[config.mk]
export PLATFORM = sky130hd
export DESIGN_NAME = dma_ring_consumer_window_flat
export DESIGN_NICKNAME = d
export VERILOG_FILES = /design/src/rtl/core/drcw_pkg.sv /design/src/rtl/core/drcw_in_if.sv /design/src/rtl/core/drcw_out_if.sv /design/src/rtl/core/drcw_step.sv /design/src/rtl/core/dma_ring_consumer_window.sv /design/src/flat_wrapper.sv
export VERILOG_INCLUDE_DIRS = /design/src /design/src/rtl/core
export SDC_FILE = /design/constraint.sdc
export NUM_CORES = 1
export LEC_CHECK = 0
export BUFFER_PORTS_ARGS = -buffer_cell sky130_fd_sc_hd__buf_2
export CELL_PAD_IN_SITES_DETAIL_PLACEMENT = 1
export CELL_PAD_IN_SITES_GLOBAL_PLACEMENT = 2
export CORE_MARGIN = 2
export CORE_UTILIZATION = 38
export CTS_BUF_LIST = sky130_fd_sc_hd__clkbuf_16
export DETAILED_ROUTE_END_ITERATION = 6
export GPL_ROUTABILITY_DRIVEN = 0
export PLACE_DENSITY = 0.93
export SYNTH_ARGS = -nofsm -noshare
export SYNTH_HDL_FRONTEND = slang
export SYNTH_SLANG_ARGS = --single-unit
[constraint.sdc]
create_clock -name clk -period 11.7 [get_ports clk]
set_clock_uncertainty 0.05 [all_clocks]
set_input_delay 0.585 -clock clk [delete_from_list [all_inputs] [get_ports clk]]
set_output_delay 0.585 -clock clk [all_outputs]
set_load 0.1 [all_outputs]
[src/rtl/core/dma_ring_consumer_window_assert.svh]
// Assertion macros for the DMA ring consumer window block.
`ifndef DMA_RING_CONSUMER_WINDOW_ASSERT_SVH
`define DMA_RING_CONSUMER_WINDOW_ASSERT_SVH
`ifndef SYNTH
`define DRCW_ASSERT(lbl, prop, msg) \
  lbl: assert property (@(posedge clk) disable iff (!rst_n) prop) else $error(msg);
`define DRCW_ASSERT_RST(lbl, prop, msg) \
  lbl: assert property (@(posedge clk) prop) else $error(msg);
`else
`define DRCW_ASSERT(lbl, prop, msg)
`define DRCW_ASSERT_RST(lbl, prop, msg)
`endif
`endif

[src/rtl/core/drcw_pkg.sv]
// Package: widths, codes and shared types of the DMA ring consumer window.
`default_nettype none
package drcw_pkg;

  localparam int OFFSET_BITS = 24;
  localparam int RING_W      = 25;
  localparam int SPLICE_W    = 15;
  localparam int HEAD_W      = 14;
  localparam int CFG_IDX_W   = 2;

  localparam logic [RING_W-1:0]   RING_RESET   = 25'h1000000;
  localparam logic [SPLICE_W-1:0] SPLICE_RESET = 15'd8192;

  localparam logic [1:0] OP_POLL  = 2'd0;
  localparam logic [1:0] OP_ACK   = 2'd1;
  localparam logic [1:0] OP_CLEAR = 2'd2;

  localparam logic [CFG_IDX_W-1:0] REG_RING_BYTES   = 2'd0;
  localparam logic [CFG_IDX_W-1:0] REG_SPLICE_BYTES = 2'd1;

  typedef enum logic [2:0] {
    ST_DATA       = 3'd0,
    ST_NONE       = 3'd1,
    ST_RESET      = 3'd2,
    ST_STALLED    = 3'd3,
    ST_OVERFLOW   = 3'd4,
    ST_RANGE      = 3'd5,
    ST_DONE       = 3'd6,
    ST_MISALIGNED = 3'd7
  } status_t;

  typedef struct packed {
    logic [1:0]             op;
    logic [OFFSET_BITS-1:0] producer_offset;
    logic                   message_flag;
    logic                   reset_flag;
    logic                   stalled_flag;
    logic                   overflow_flag;
    logic [RING_W-1:0]      ack_bytes;
  } item_t;

  typedef struct packed {
    status_t                status;
    logic                   from_splice;
    logic [OFFSET_BITS-1:0] window_offset;
    logic [RING_W-1:0]      window_bytes;
    logic [HEAD_W-1:0]      head_bytes;
    logic [SPLICE_W-1:0]    tail_bytes;
  } result_t;

  typedef struct packed {
    logic [OFFSET_BITS-1:0] cons;
    logic [OFFSET_BITS-1:0] last_off;
    logic [RING_W-1:0]      last_bytes;
  } ring_state_t;

endpackage
`default_nettype wire

[src/rtl/core/drcw_in_if.sv]
// Input channel interface: poll, ack and clear words.
`default_nettype none
interface drcw_in_if;
  import drcw_pkg::*;
  logic                   valid;
  logic                   ready;
  logic [1:0]             op;
  logic [OFFSET_BITS-1:0] producer_offset;
  logic                   message_flag;
  logic                   reset_flag;
  logic                   stalled_flag;
  logic                   overflow_flag;
  logic [RING_W-1:0]      ack_bytes;

  modport source (output valid, op, producer_offset, message_flag, reset_flag,
                  stalled_flag, overflow_flag, ack_bytes, input ready);
  modport sink (input valid, op, producer_offset, message_flag, reset_flag,
                stalled_flag, overflow_flag, ack_bytes, output ready);
endinterface
`default_nettype wire

[src/rtl/core/drcw_out_if.sv]
// Result channel interface: status and readable window words.
`default_nettype none
interface drcw_out_if;
  import drcw_pkg::*;
  logic                   valid;
  logic                   ready;
  logic [2:0]             status;
  logic                   from_splice;
  logic [OFFSET_BITS-1:0] window_offset;
  logic [RING_W-1:0]      window_bytes;
  logic [HEAD_W-1:0]      head_bytes;
  logic [SPLICE_W-1:0]    tail_bytes;

  modport source (output valid, status, from_splice, window_offset, window_bytes,
                  head_bytes, tail_bytes, input ready);
  modport sink (input valid, status, from_splice, window_offset, window_bytes,
                head_bytes, tail_bytes, output ready);
endinterface
`default_nettype wire

[src/rtl/core/drcw_step.sv]
// Per-word datapath: window/splice computation, ack advance and next ring state.
`default_nettype none
module drcw_step (
  input  drcw_pkg::item_t              item,
  input  drcw_pkg::ring_state_t        st,
  input  logic [drcw_pkg::RING_W-1:0]   ring_bytes,
  input  logic [drcw_pkg::SPLICE_W-1:0] splice_bytes,
  output drcw_pkg::result_t            res,
  output drcw_pkg::ring_state_t        st_nxt
);
  import drcw_pkg::*;

  logic                   prod_ge;
  logic [OFFSET_BITS-1:0] diff_lin;
  logic [RING_W-1:0]      cons_x;
  logic [RING_W-1:0]      to_end;
  logic                   range_err;
  logic                   splice_hit;
  logic [SPLICE_W-1:0]    room;
  logic [SPLICE_W-1:0]    tail;
  logic [SPLICE_W-1:0]    spl_count;
  logic [RING_W-1:0]      count_raw;
  logic [RING_W-1:0]      count_fl;

  logic                   misaligned;
  logic [RING_W-1:0]      n_clamp;
  logic [RING_W:0]        sum;
  logic [RING_W:0]        sum_w;
  logic [RING_W:0]        ring_x;

  // poll path
  always_comb begin
    cons_x     = {1'b0, st.cons};
    prod_ge    = item.producer_offset >= st.cons;
    diff_lin   = item.producer_offset - st.cons;
    to_end     = ring_bytes - cons_x;
    range_err  = ring_bytes <= cons_x;
    splice_hit = (st.last_off == st.cons) &&
                 (to_end < {{(RING_W-SPLICE_W){1'b0}}, splice_bytes});
    room       = splice_bytes - to_end[SPLICE_W-1:0];
    tail       = ({{(OFFSET_BITS-SPLICE_W){1'b0}}, room} < item.producer_offset) ?
                 room : item.producer_offset[SPLICE_W-1:0];
    // head + tail never exceeds the splice capacity
    spl_count  = to_end[SPLICE_W-1:0] + tail;
    if (prod_ge) begin
      count_raw = {1'b0, diff_lin};
    end else if (splice_hit) begin
      count_raw = {{(RING_W-SPLICE_W){1'b0}}, spl_count};
    end else begin
      count_raw = to_end;
    end
    count_fl = {count_raw[RING_W-1:2], 2'b00};
  end

  // ack path: clamp, add, one compare-subtract wrap
  always_comb begin
    misaligned = item.ack_bytes[1:0] != 2'b00;
    n_clamp    = (item.ack_bytes > st.last_bytes) ? st.last_bytes : item.ack_bytes;
    sum        = {2'b00, st.cons} + {1'b0, n_clamp};
    ring_x     = {1'b0, ring_bytes};
    sum_w      = (sum >= ring_x) ? (sum - ring_x) : sum;
  end

  always_comb begin
    res        = '0;
    res.status = ST_RANGE;
    st_nxt     = st;
    unique case (item.op)
      OP_POLL: begin
        if (!item.message_flag) begin
          priority if (item.reset_flag) res.status = ST_RESET;
          else if (item.stalled_flag)   res.status = ST_STALLED;
          else if (item.overflow_flag)  res.status = ST_OVERFLOW;
          else                          res.status = ST_NONE;
        end else if (!prod_ge && range_err) begin
          res.status = ST_RANGE;
        end else if (count_fl == '0) begin
          res.status = ST_NONE;
        end else begin
          res.status        = ST_DATA;
          res.window_offset = st.cons;
          res.window_bytes  = count_fl;
          if (!prod_ge && splice_hit) begin
            res.from_splice = 1'b1;
            res.head_bytes  = to_end[HEAD_W-1:0];
            res.tail_bytes  = tail;
          end
          st_nxt.last_off   = st.cons;
          st_nxt.last_bytes = count_fl;
        end
      end
      OP_ACK: begin
        if (misaligned) begin
          res.status = ST_MISALIGNED;
        end else begin
          res.status = ST_DONE;
          if (item.ack_bytes != '0) st_nxt.cons = sum_w[OFFSET_BITS-1:0];
        end
      end
      OP_CLEAR: begin
        res.status  = ST_DONE;
        st_nxt.cons = '0;
      end
      default: res.status = ST_RANGE;
    endcase
  end

endmodule
`default_nettype wire

[src/rtl/core/dma_ring_consumer_window.sv]
// Top level: DMA receive ring consumer window with config registers and result buffer.
//
// Usage:
//   in_ch  (valid/ready) carries poll, ack and clear words; out_ch returns exactly
//   one result word per input word, in order. cfg_we/cfg_index/cfg_data write
//   ring_bytes (index 0) and splice_bytes (index 1) while the block is idle;
//   other indexes are ignored.
// Timing:
//   Each word is evaluated against the ring state in the cycle it is accepted and
//   its result is registered in out_r, or in skid_r while out_r is held. Ring state
//   updates at the same edge, so words are accepted back to back, one per cycle,
//   while in_ch.ready is high; the poll compare/subtract and ack wrap set the period.
// Stall:
//   An output register plus a one-word skid register sit on the result side.
//   in_ch.ready drops only when both are full; it returns once out_ch takes a word.
// Reset:
//   Synchronous active-low rst_n clears consumer offset and last window, restores
//   ring_bytes = 16 MiB and splice_bytes = 8192, and empties the result buffer.
`default_nettype none
module dma_ring_consumer_window (
  input  logic                             clk,
  input  logic                             rst_n,
  drcw_in_if.sink                          in_ch,
  drcw_out_if.source                       out_ch,
  input  logic                             cfg_we,
  input  logic [drcw_pkg::CFG_IDX_W-1:0]   cfg_index,
  input  logic [drcw_pkg::RING_W-1:0]      cfg_data
);
  import drcw_pkg::*;

  `include "dma_ring_consumer_window_assert.svh"

  logic [RING_W-1:0]   ring_bytes_r;
  logic [SPLICE_W-1:0] splice_bytes_r;
  ring_state_t         st_r;
  ring_state_t         st_nxt;
  item_t               item;
  result_t             res_nxt;
  result_t             out_r;
  result_t             skid_r;
  logic                out_valid_r;
  logic                skid_valid_r;
  logic                push;
  logic                pop;

  always_comb begin
    item.op              = in_ch.op;
    item.producer_offset = in_ch.producer_offset;
    item.message_flag    = in_ch.message_flag;
    item.reset_flag      = in_ch.reset_flag;
    item.stalled_flag    = in_ch.stalled_flag;
    item.overflow_flag   = in_ch.overflow_flag;
    item.ack_bytes       = in_ch.ack_bytes;
  end

  drcw_step u_step (
    .item         (item),
    .st           (st_r),
    .ring_bytes   (ring_bytes_r),
    .splice_bytes (splice_bytes_r),
    .res          (res_nxt),
    .st_nxt       (st_nxt)
  );

  assign in_ch.ready = !skid_valid_r;
  assign push        = in_ch.valid && in_ch.ready;
  assign pop         = out_valid_r && out_ch.ready;

  always_ff @(posedge clk) begin
    if (!rst_n) begin
      ring_bytes_r   <= RING_RESET;
      splice_bytes_r <= SPLICE_RESET;
    end else if (cfg_we) begin
      if (cfg_index == REG_RING_BYTES)   ring_bytes_r   <= cfg_data;
      if (cfg_index == REG_SPLICE_BYTES) splice_bytes_r <= cfg_data[SPLICE_W-1:0];
    end
  end

  always_ff @(posedge clk) begin
    if (!rst_n) begin
      st_r <= '0;
    end else if (push) begin
      st_r <= st_nxt;
    end
  end

  always_ff @(posedge clk) begin
    if (!rst_n) begin
      out_valid_r  <= 1'b0;
      skid_valid_r <= 1'b0;
    end else if (skid_valid_r) begin
      if (pop) begin
        skid_valid_r <= 1'b0;
      end
    end else if (push) begin
      if (!out_valid_r || pop) begin
        out_valid_r <= 1'b1;
      end else begin
        skid_valid_r <= 1'b1;
      end
    end else if (pop) begin
      out_valid_r <= 1'b0;
    end
  end

  always_ff @(posedge clk) begin
    if (skid_valid_r) begin
      if (pop) out_r <= skid_r;
    end else if (push) begin
      if (!out_valid_r || pop) out_r <= res_nxt;
      else                     skid_r <= res_nxt;
    end
  end

  assign out_ch.valid         = out_valid_r;
  assign out_ch.status        = out_r.status;
  assign out_ch.from_splice   = out_r.from_splice;
  assign out_ch.window_offset = out_r.window_offset;
  assign out_ch.window_bytes  = out_r.window_bytes;
  assign out_ch.head_bytes    = out_r.head_bytes;
  assign out_ch.tail_bytes    = out_r.tail_bytes;

  `DRCW_ASSERT(a_skid_behind_out, skid_valid_r |-> out_valid_r, "skid word without output word")
  `DRCW_ASSERT_RST(a_reset_empty, !rst_n |=> (!out_valid_r && !skid_valid_r), "buffer not empty after reset")
  `DRCW_ASSERT(a_cons_hold, !push |=> $stable(st_r.cons), "consumer offset moved without a word")

endmodule
`default_nettype wire
[src/flat_wrapper.sv]
// flat-port wrapper written by rule: the top's interface ports become plain ports
module dma_ring_consumer_window_flat import drcw_pkg::*;
  (clk, rst_n, cfg_we, cfg_index, cfg_data, in_ch_valid, in_ch_op, in_ch_producer_offset, in_ch_message_flag, in_ch_reset_flag, in_ch_stalled_flag, in_ch_overflow_flag, in_ch_ack_bytes, in_ch_ready, out_ch_valid, out_ch_status, out_ch_from_splice, out_ch_window_offset, out_ch_window_bytes, out_ch_head_bytes, out_ch_tail_bytes, out_ch_ready);
  drcw_in_if in_ch_i ();
  drcw_out_if out_ch_i ();
  input  logic clk;
  input  logic rst_n;
  input  logic cfg_we;
  input  logic [drcw_pkg::CFG_IDX_W-1:0] cfg_index;
  input  logic [drcw_pkg::RING_W-1:0] cfg_data;
  input wire logic [$bits(in_ch_i.valid)-1:0] in_ch_valid;
  input wire logic [$bits(in_ch_i.op)-1:0] in_ch_op;
  input wire logic [$bits(in_ch_i.producer_offset)-1:0] in_ch_producer_offset;
  input wire logic [$bits(in_ch_i.message_flag)-1:0] in_ch_message_flag;
  input wire logic [$bits(in_ch_i.reset_flag)-1:0] in_ch_reset_flag;
  input wire logic [$bits(in_ch_i.stalled_flag)-1:0] in_ch_stalled_flag;
  input wire logic [$bits(in_ch_i.overflow_flag)-1:0] in_ch_overflow_flag;
  input wire logic [$bits(in_ch_i.ack_bytes)-1:0] in_ch_ack_bytes;
  output wire logic [$bits(in_ch_i.ready)-1:0] in_ch_ready;
  output wire logic [$bits(out_ch_i.valid)-1:0] out_ch_valid;
  output wire logic [$bits(out_ch_i.status)-1:0] out_ch_status;
  output wire logic [$bits(out_ch_i.from_splice)-1:0] out_ch_from_splice;
  output wire logic [$bits(out_ch_i.window_offset)-1:0] out_ch_window_offset;
  output wire logic [$bits(out_ch_i.window_bytes)-1:0] out_ch_window_bytes;
  output wire logic [$bits(out_ch_i.head_bytes)-1:0] out_ch_head_bytes;
  output wire logic [$bits(out_ch_i.tail_bytes)-1:0] out_ch_tail_bytes;
  input wire logic [$bits(out_ch_i.ready)-1:0] out_ch_ready;
  assign in_ch_i.valid = in_ch_valid;
  assign in_ch_i.op = in_ch_op;
  assign in_ch_i.producer_offset = in_ch_producer_offset;
  assign in_ch_i.message_flag = in_ch_message_flag;
  assign in_ch_i.reset_flag = in_ch_reset_flag;
  assign in_ch_i.stalled_flag = in_ch_stalled_flag;
  assign in_ch_i.overflow_flag = in_ch_overflow_flag;
  assign in_ch_i.ack_bytes = in_ch_ack_bytes;
  assign in_ch_ready = in_ch_i.ready;
  assign out_ch_valid = out_ch_i.valid;
  assign out_ch_status = out_ch_i.status;
  assign out_ch_from_splice = out_ch_i.from_splice;
  assign out_ch_window_offset = out_ch_i.window_offset;
  assign out_ch_window_bytes = out_ch_i.window_bytes;
  assign out_ch_head_bytes = out_ch_i.head_bytes;
  assign out_ch_tail_bytes = out_ch_i.tail_bytes;
  assign out_ch_i.ready = out_ch_ready;
  dma_ring_consumer_window u_core (.clk(clk), .rst_n(rst_n), .in_ch(in_ch_i), .out_ch(out_ch_i), .cfg_we(cfg_we), .cfg_index(cfg_index), .cfg_data(cfg_data));
endmodule
Word-level counts from Yosys, hierarchy flattened

Index checks and enable logic that the tools add are counted.

$add $sub $neg: 6
Magnitude comparators: 6
Equal/unequal tests: 8
Muxes and demuxes: 33
Bitwise gates (word level): 4
Reductions and logical operators: 25

Operators by type and width:

| cell                                                           | count |
|---|---|
| 82-bit two-way mux                                             | 4 |
| 79-bit two-way mux                                             | 4 |
| 25-bit two-way mux                                             | 3 |
| 24-bit two-way mux                                             | 3 |
| 24-bit case mux with 2 select lines                            | 1 |
| 24-bit subtractor                                              | 2 |
| 29-bit two-way mux                                             | 1 |
| 24-bit by 25-bit adder with 26-bit output                      | 1 |
| 26-bit by 25-bit greater-or-equal comparator with 1-bit output | 1 |
| 25-bit greater-than comparator                                 | 1 |
| 25-bit by 24-bit less-or-equal comparator with 1-bit output    | 1 |
| 25-bit zero test                                               | 1 |
| 25-bit by 15-bit less-than comparator with 1-bit output        | 1 |
| 25-bit nonzero test                                            | 1 |
| 25-bit by 24-bit subtractor with 25-bit output                 | 1 |
| 24-bit == test                                                 | 1 |
| 24-bit greater-or-equal comparator                             | 1 |
| 15-bit by 24-bit less-than comparator with 1-bit output        | 1 |
| 15-bit adder                                                   | 1 |
| 15-bit two-way mux                                             | 1 |
| 3-bit two-way mux                                              | 5 |
| 15-bit subtractor                                              | 1 |
| 1-bit two-way mux                                              | 10 |
| 2-bit nonzero test                                             | 5 |
| other kinds (13)                                               | 30 |

Register bits after elaboration: 277
Input bits: 87
Output and inout port bits: 84
Word-level logic and storage cells: 101

Logic depth before layout (Yosys ltp)

Depth in word-level cells: 15
Mapped depth: 42
Depth with buffers taken out: 40

Hierarchy

Synthesis repeated with hierarchy kept, for this count alone.

Cell total of the unflattened synthesis: 2265
Area, all modules: 20377.0 um^2

By module, submodules not included:

| module                   | instances | cells an instance | area an instance (um^2) | sequential area each (um^2) |
|---|---|---|---|---|
| drcw_step                | 1         | 1517              | 10231.1                 | 0.0 |
| dma_ring_consumer_window | 1         | 748               | 10146.0                 | 7226.9 |

Worst setup path before layout

Ideal clock, no wire load.

Kind: register to register
From: register u_core.st_r[49] (netlist bit)
To: register u_core.out_r (netlist bit u_core.out_ch.head_bytes[2]) (data pin)
Setup time: 0.269 ns
Arrival: 8.146 ns
Data required time: 11.381 ns
Path slack: 3.236 ns
Stages on the path, launching flop included: 39
Buffers on the path: 2
Period minus slack after synthesis: 8.464 ns
Cell sequence: dfxtp_1 -> ha_1 -> fa_1 -> xor2_1 -> inv_1 -> ha_1 -> o21ai_0 -> a21boi_0 -> o21ai_0 -> a21boi_0 -> o21ai_0 -> a21boi_0 -> o21ai_0 -> a21boi_0 -> o21ai_0 -> a31oi_1 -> xor2_1 -> ha_1 -> (+3 left out) -> o41a_1 -> clkbuf_1 -> nor2_1 -> a21oi_1 -> inv_1 -> ha_1 -> inv_1 -> o31ai_1 -> a211oi_1 -> a21oi_1 -> a311oi_1 -> and3_1 -> a31o_2 -> a2111oi_2 -> nand4_1 -> nand3_2 -> buf_2 -> o31ai_1

Word-level cells in the longest chain between the ends: 15
Elaborated cells between the ends (all ways): 25
Those cells by class: 4 x add/sub; 4 x order compare; 1 x eq/ne; 11 x mux; 5 x reduce/logical

RTL lines:

| what                                                    | line                            | source |
|---|---|---|
| start, declared                                         | dma_ring_consumer_window.sv:35  | `ring_state_t st_r;` |
| start signal, assigned                                  | dma_ring_consumer_window.sv:83  | `st_r <= st_nxt;` |
| 25-bit by 24-bit subtractor with 25-bit output          | drcw_step.sv:36                 | `to_end = ring_bytes - cons_x;` |
| 15-bit subtractor                                       | drcw_step.sv:40                 | `room = splice_bytes - to_end[SPLICE_W-1:0];` |
| 15-bit by 24-bit less-than comparator with 1-bit output | drcw_step.sv:41                 | `tail = ({{(OFFSET_BITS-SPLICE_W){1'b0}}, room} < item.producer_offset) ?` |
| 15-bit two-way mux                                      | drcw_step.sv:41                 |  |
| 15-bit adder                                            | drcw_step.sv:44                 | `spl_count = to_end[SPLICE_W-1:0] + tail;` |
| 25-bit two-way mux                                      | drcw_step.sv:47                 | `end else if (splice_hit) begin` |
| 25-bit two-way mux                                      | drcw_step.sv:45                 | `if (prod_ge) begin` |
| 25-bit zero test                                        | drcw_step.sv:77                 | `end else if (count_fl == '0) begin` |
| 79-bit two-way mux                                      | drcw_step.sv:77                 |  |
| 79-bit two-way mux (*)                                  | drcw_step.sv:75                 | `end else if (!prod_ge && range_err) begin` |
| 79-bit two-way mux (*)                                  | drcw_step.sv:70                 | `if (!item.message_flag) begin` |
| 79-bit two-way mux (*)                                  | drcw_step.sv:68                 | `unique case (item.op)` |
| 82-bit two-way mux (*)                                  | dma_ring_consumer_window.sv:110 | `if (!out_valid_r \|\| pop) out_r <= res_nxt;` |
| 82-bit two-way mux (*)                                  | dma_ring_consumer_window.sv:109 | `end else if (push) begin` |
| 82-bit two-way mux (*)                                  | dma_ring_consumer_window.sv:107 | `if (skid_valid_r) begin` |
| end signal, assigned                                    | dma_ring_consumer_window.sv:108 | `if (pop) out_r <= skid_r;` |
| end signal, assigned                                    | dma_ring_consumer_window.sv:110 |  |
| end, declared                                           | dma_ring_consumer_window.sv:39  | `result_t out_r;` |

Every way passes the cells marked *; elsewhere a longest branch is shown, timed or not. The select of a mux whose other input is x is not followed.
A chain may end at the register's enable or synchronous reset.

Worst setup path after layout

From: register u_core.st_r[53] (netlist bit)
To: register u_core.out_r (netlist bit u_core.out_ch.head_bytes[4]) (data pin)

Same word-level chain as after synthesis.

==> flow_summary.ini <==
[timing]
slew_viol_final = 0
finalHoldViolCount = 0
max-slew-margin-rel = 0.276
grt_setup_unrepaired = false
worstMarginPinSlew_ns = 1.08
final-setup-viol-count = 0
timing.fmax_mhz = 90.5
min_period_ns = 11.05
fin_crit_sh = 0.944
setup_total_negative_slack_ns = 0
holdWs_ns = 0.155

[detailed_routing]
antenna_left = 0
drcViolationCount = 0
drt-pass1-iter-count = 5
detail_route.iter0.violations = 1373
wire_per_inst_um = 23.6
vias_per_cell = 5.84
dr_total_vias = 18000
detail_route.wirelength_mm = 72.7

[power_and_ir_drop]
p_sw_w = 0.00164
maximum_vdd_drop_mv = 0.106
report.power.total_w = 0.00384
comb_power_share = 0.461
share_clk_of_total_power = 0.255
total_leakage_power_nw = 8.81
power_frac_seq = 0.284
power_report.internal_total_w = 0.00219
p_sw_frac = 0.428
pwr_density_cell_nw_per_um2 = 175

[floorplanning]
ios = 171
die-height_um = 231
coreArea_um2 = 51000
placementRows = 83
floorplan.initialDensity = 0.383
dieWidth_um = 231
design.die.area_um2 = 53200

[synthesis]
synth_enable_flop_cells = 160
syn_inst = 2264
synth-seq-area-share = 0.362
ys_async_sr_fraction = 0
mappedNetlistArea_um2 = 19500
yosys_most_used_dff = sky130_fd_sc_hd__edfxtp_1
yosysWarningCount = 0
avgSynthCellArea_um2 = 8.62
ys_ff_latch = 273
synth.lib_cells_used.distinct = 84

[cts]
clock_path_buffers = 3
htreeDepth = 1
root_buffer = sky130_fd_sc_hd__clkbuf_16
post_cts_buffers = 0
tritoncts_num_sinks = 273
cts-buffers-inserted = 31
clk_pin_slew_worst_paths_ns = 0.07
tritoncts = yes
clock_insertion_delay_worst_skew_ns = 0.58

[global_routing]
gr-usage-all-layers = 0.267
grt_first_pass_wirelength_mm = 110
first_global_vias = 18600
antenna_found_initial = 0
grt_start_max_net_pins = 83
final_global_route_overflow_total = 0

[flow_run]
max-cap-violations = 0

[hold_path]
timing.hold.worst_path_depth = 2
worstHoldStart = out_ch_ready
worst_hold_path.endpoint = u_core.skid_valid_r$_SDFF_PN0_
min-delay-path-class = input pin to flip-flop

[placement]
post_detailed_placement_half_perimeter_wirelength_mm = 56.9
place.port_buffers = 168

[critical_path]
timing.rr.start = u_core.st_r[53]$_SDFFE_PN0P_
cp_data_required_time_ns = 11.93
r2r_end = u_core.out_ch.head_bytes[4]$_DFFE_PP_
ff2ff_setup_slack_ns = 0.65
cp.arrival_ns = 11.28
ff2ff_path_depth = 35
crit_slowest_cell = sky130_fd_sc_hd__nand3_2
timing_worst_setup_path_type = flip-flop to flip-flop
crit_path_max_incr_delay_ns = 0.68
critPathMaxFanout = 37
timing.critical_path.from_type = flip-flop
cp_capture_type = flip-flop

[final_layout]
utilization = 0.430
antennaDiodeCount = 0
most-common-layout-cells = sky130_fd_sc_hd__nand2_1, sky130_fd_sc_hd__a21oi_1, sky130_fd_sc_hd__inv_1
layout.cells.most_common = sky130_fd_sc_hd__nand2_1
multiInputGateArea_um2 = 11400
design.final.nets = 2649
areaGrowthSynthToFinish_pct = 12.5
seq_area_um2 = 7070
fillerInstances = 6055
post_route_cells_drive_above_1_share = 0.119

[run_status]
run_status = completed
-- logic make-up after synthesis --
kind of cell,count (synthesis),synth area share
buffers and inverters,279,0.0562
multiplexers,47,0.0251
adder cells (fa/ha/maj),182,0.118
AND/OR/NAND/NOR,735,0.179
flip-flops,273,0.362
XOR/XNOR,118,0.0530
AO/OA/AOI/OAI,629,0.206
other,1,0.000192
-- synthesized netlist by cell type (all sizes together) (30+ instances only) --
cell	n	area share
nor3	42	0.011
ha	178	0.11
edfxtp	160	0.25
nor2	177	0.034
o21ai	143	0.037
nand4	30	0.0096
dfxtp	113	0.12
a21o	36	0.014
o21a	33	0.013
xnor2	82	0.037
a21oi	191	0.049
clkbuf	83	0.016
xor2	36	0.016
nand3	52	0.014
inv	176	0.034
mux2i	32	0.016
nand2	272	0.052
o31ai	80	0.031
-- worst max-delay path by stage --
| stage | startpoint | to |
|---|---|---|
| after detailed placement | u_core.st_r[53]$_SDFFE_PN0P_ | u_core.out_ch.window_offset[7]$_DFFE_PP_ |
| after floorplan | u_core.st_r[49]$_SDFFE_PN0P_ | u_core.out_ch.head_bytes[2]$_DFFE_PP_ |
| after global routing | u_core.st_r[53]$_SDFFE_PN0P_ | u_core.st_r[22]$_SDFFE_PN0P_ |
| after global placement | u_core.st_r[50]$_SDFFE_PN0P_ | u_core.out_ch.window_offset[1]$_DFFE_PP_ |
| after CTS | u_core.st_r[53]$_SDFFE_PN0P_ | u_core.out_ch.window_offset[7]$_DFFE_PP_ |
| final | u_core.st_r[53]$_SDFFE_PN0P_ | u_core.out_ch.head_bytes[4]$_DFFE_PP_ |
-- power by group through the flow --
stage | Sequential (W) | Combinational (W) | Clock (W)
final | 0.00109 | 0.00177 | 0.000977
after global routing | 0.00109 | 0.00190 | 0.00102
after CTS | 0.00109 | 0.00173 | 0.000984
after detailed placement | 0.00111 | 0.00172 | 0
after global placement | 0.00111 | 0.00166 | 0
after floorplan | 0.00125 | 0.00107 | 0
-- flip-flops by register name, summed over array words and instances (netlist names) --
| signal | cells |
|---|---|
| u_core.out_ch.head_bytes | 14 |
| u_core.out_ch.valid | 1 |
| u_core.splice_bytes_r | 15 |
| u_core.out_ch.window_bytes | 23 |
| u_core.st_r | 71 |
| u_core.out_ch.from_splice | 1 |
| u_core.out_ch.tail_bytes | 15 |
| u_core.out_ch.window_offset | 24 |
| u_core.skid_r | 80 |
| u_core.ring_bytes_r | 25 |
| u_core.out_ch.status | 3 |
| u_core.skid_valid_r | 1 |
-- critical path: cells and delay by family (launching register included) --
| family | cells | cell delay, ns |
|---|---|---|
| XOR/XNOR | 2 | 0.89 |
| buffers and inverters | 3 | 0.57 |
| adder cells (fa/ha/maj) | 4 | 1.38 |
| AO/OA/AOI/OAI | 18 | 5.16 |
| flip-flops | 1 | 0.47 |
| AND/OR/NAND/NOR | 7 | 1.78 |
| multiplexers | 1 | 0.42 |
-- layer usage --
layer | wire (µm) | GRT usage | vias to the layer above | share of wire
li1 | - | - | 8393 | -
met1 | 30500 | 0.332 | 8922 | 0.42
met2 | 34700 | 0.463 | 523 | 0.48
met3 | 3810 | 0.0336 | 180 | 0.052
met4 | 3660 | 0.120 | 0 | 0.050
met5 | 0 | 0 | - | 0
-- stage by stage --
| step | area (µm²) | std cells | setup slack, ns |
|---|---|---|---|
| detailed placement | 20900 | 3027 | 0.566 |
| finish | 21900 | 3083 | 0.653 |
| CTS | 21900 | 3083 | 0.435 |
| floorplan | 19500 | 2265 | 3.24 |
| global placement | 20900 | 3027 | 0.928 |
| global route | 21900 | 3083 | 0.0234 |
-- timing repair --
action | in CTS | in global routing
gates resized for setup | 0 | 3
setup endpoints to repair | 0 | 98
hold buffers | 0 | 0
-- final cells by class --
type	count	area share
Timing Repair Buffer	185	0.0447
Clock inverter	25	0.00998
Tap cell	680	0.0388
Multi-Input combinational cell	1713	0.519
Clock buffer	31	0.0353
Inverter	176	0.0301
Sequential cell	273	0.322
No activity file was read; power rests on OpenSTA's default activity.
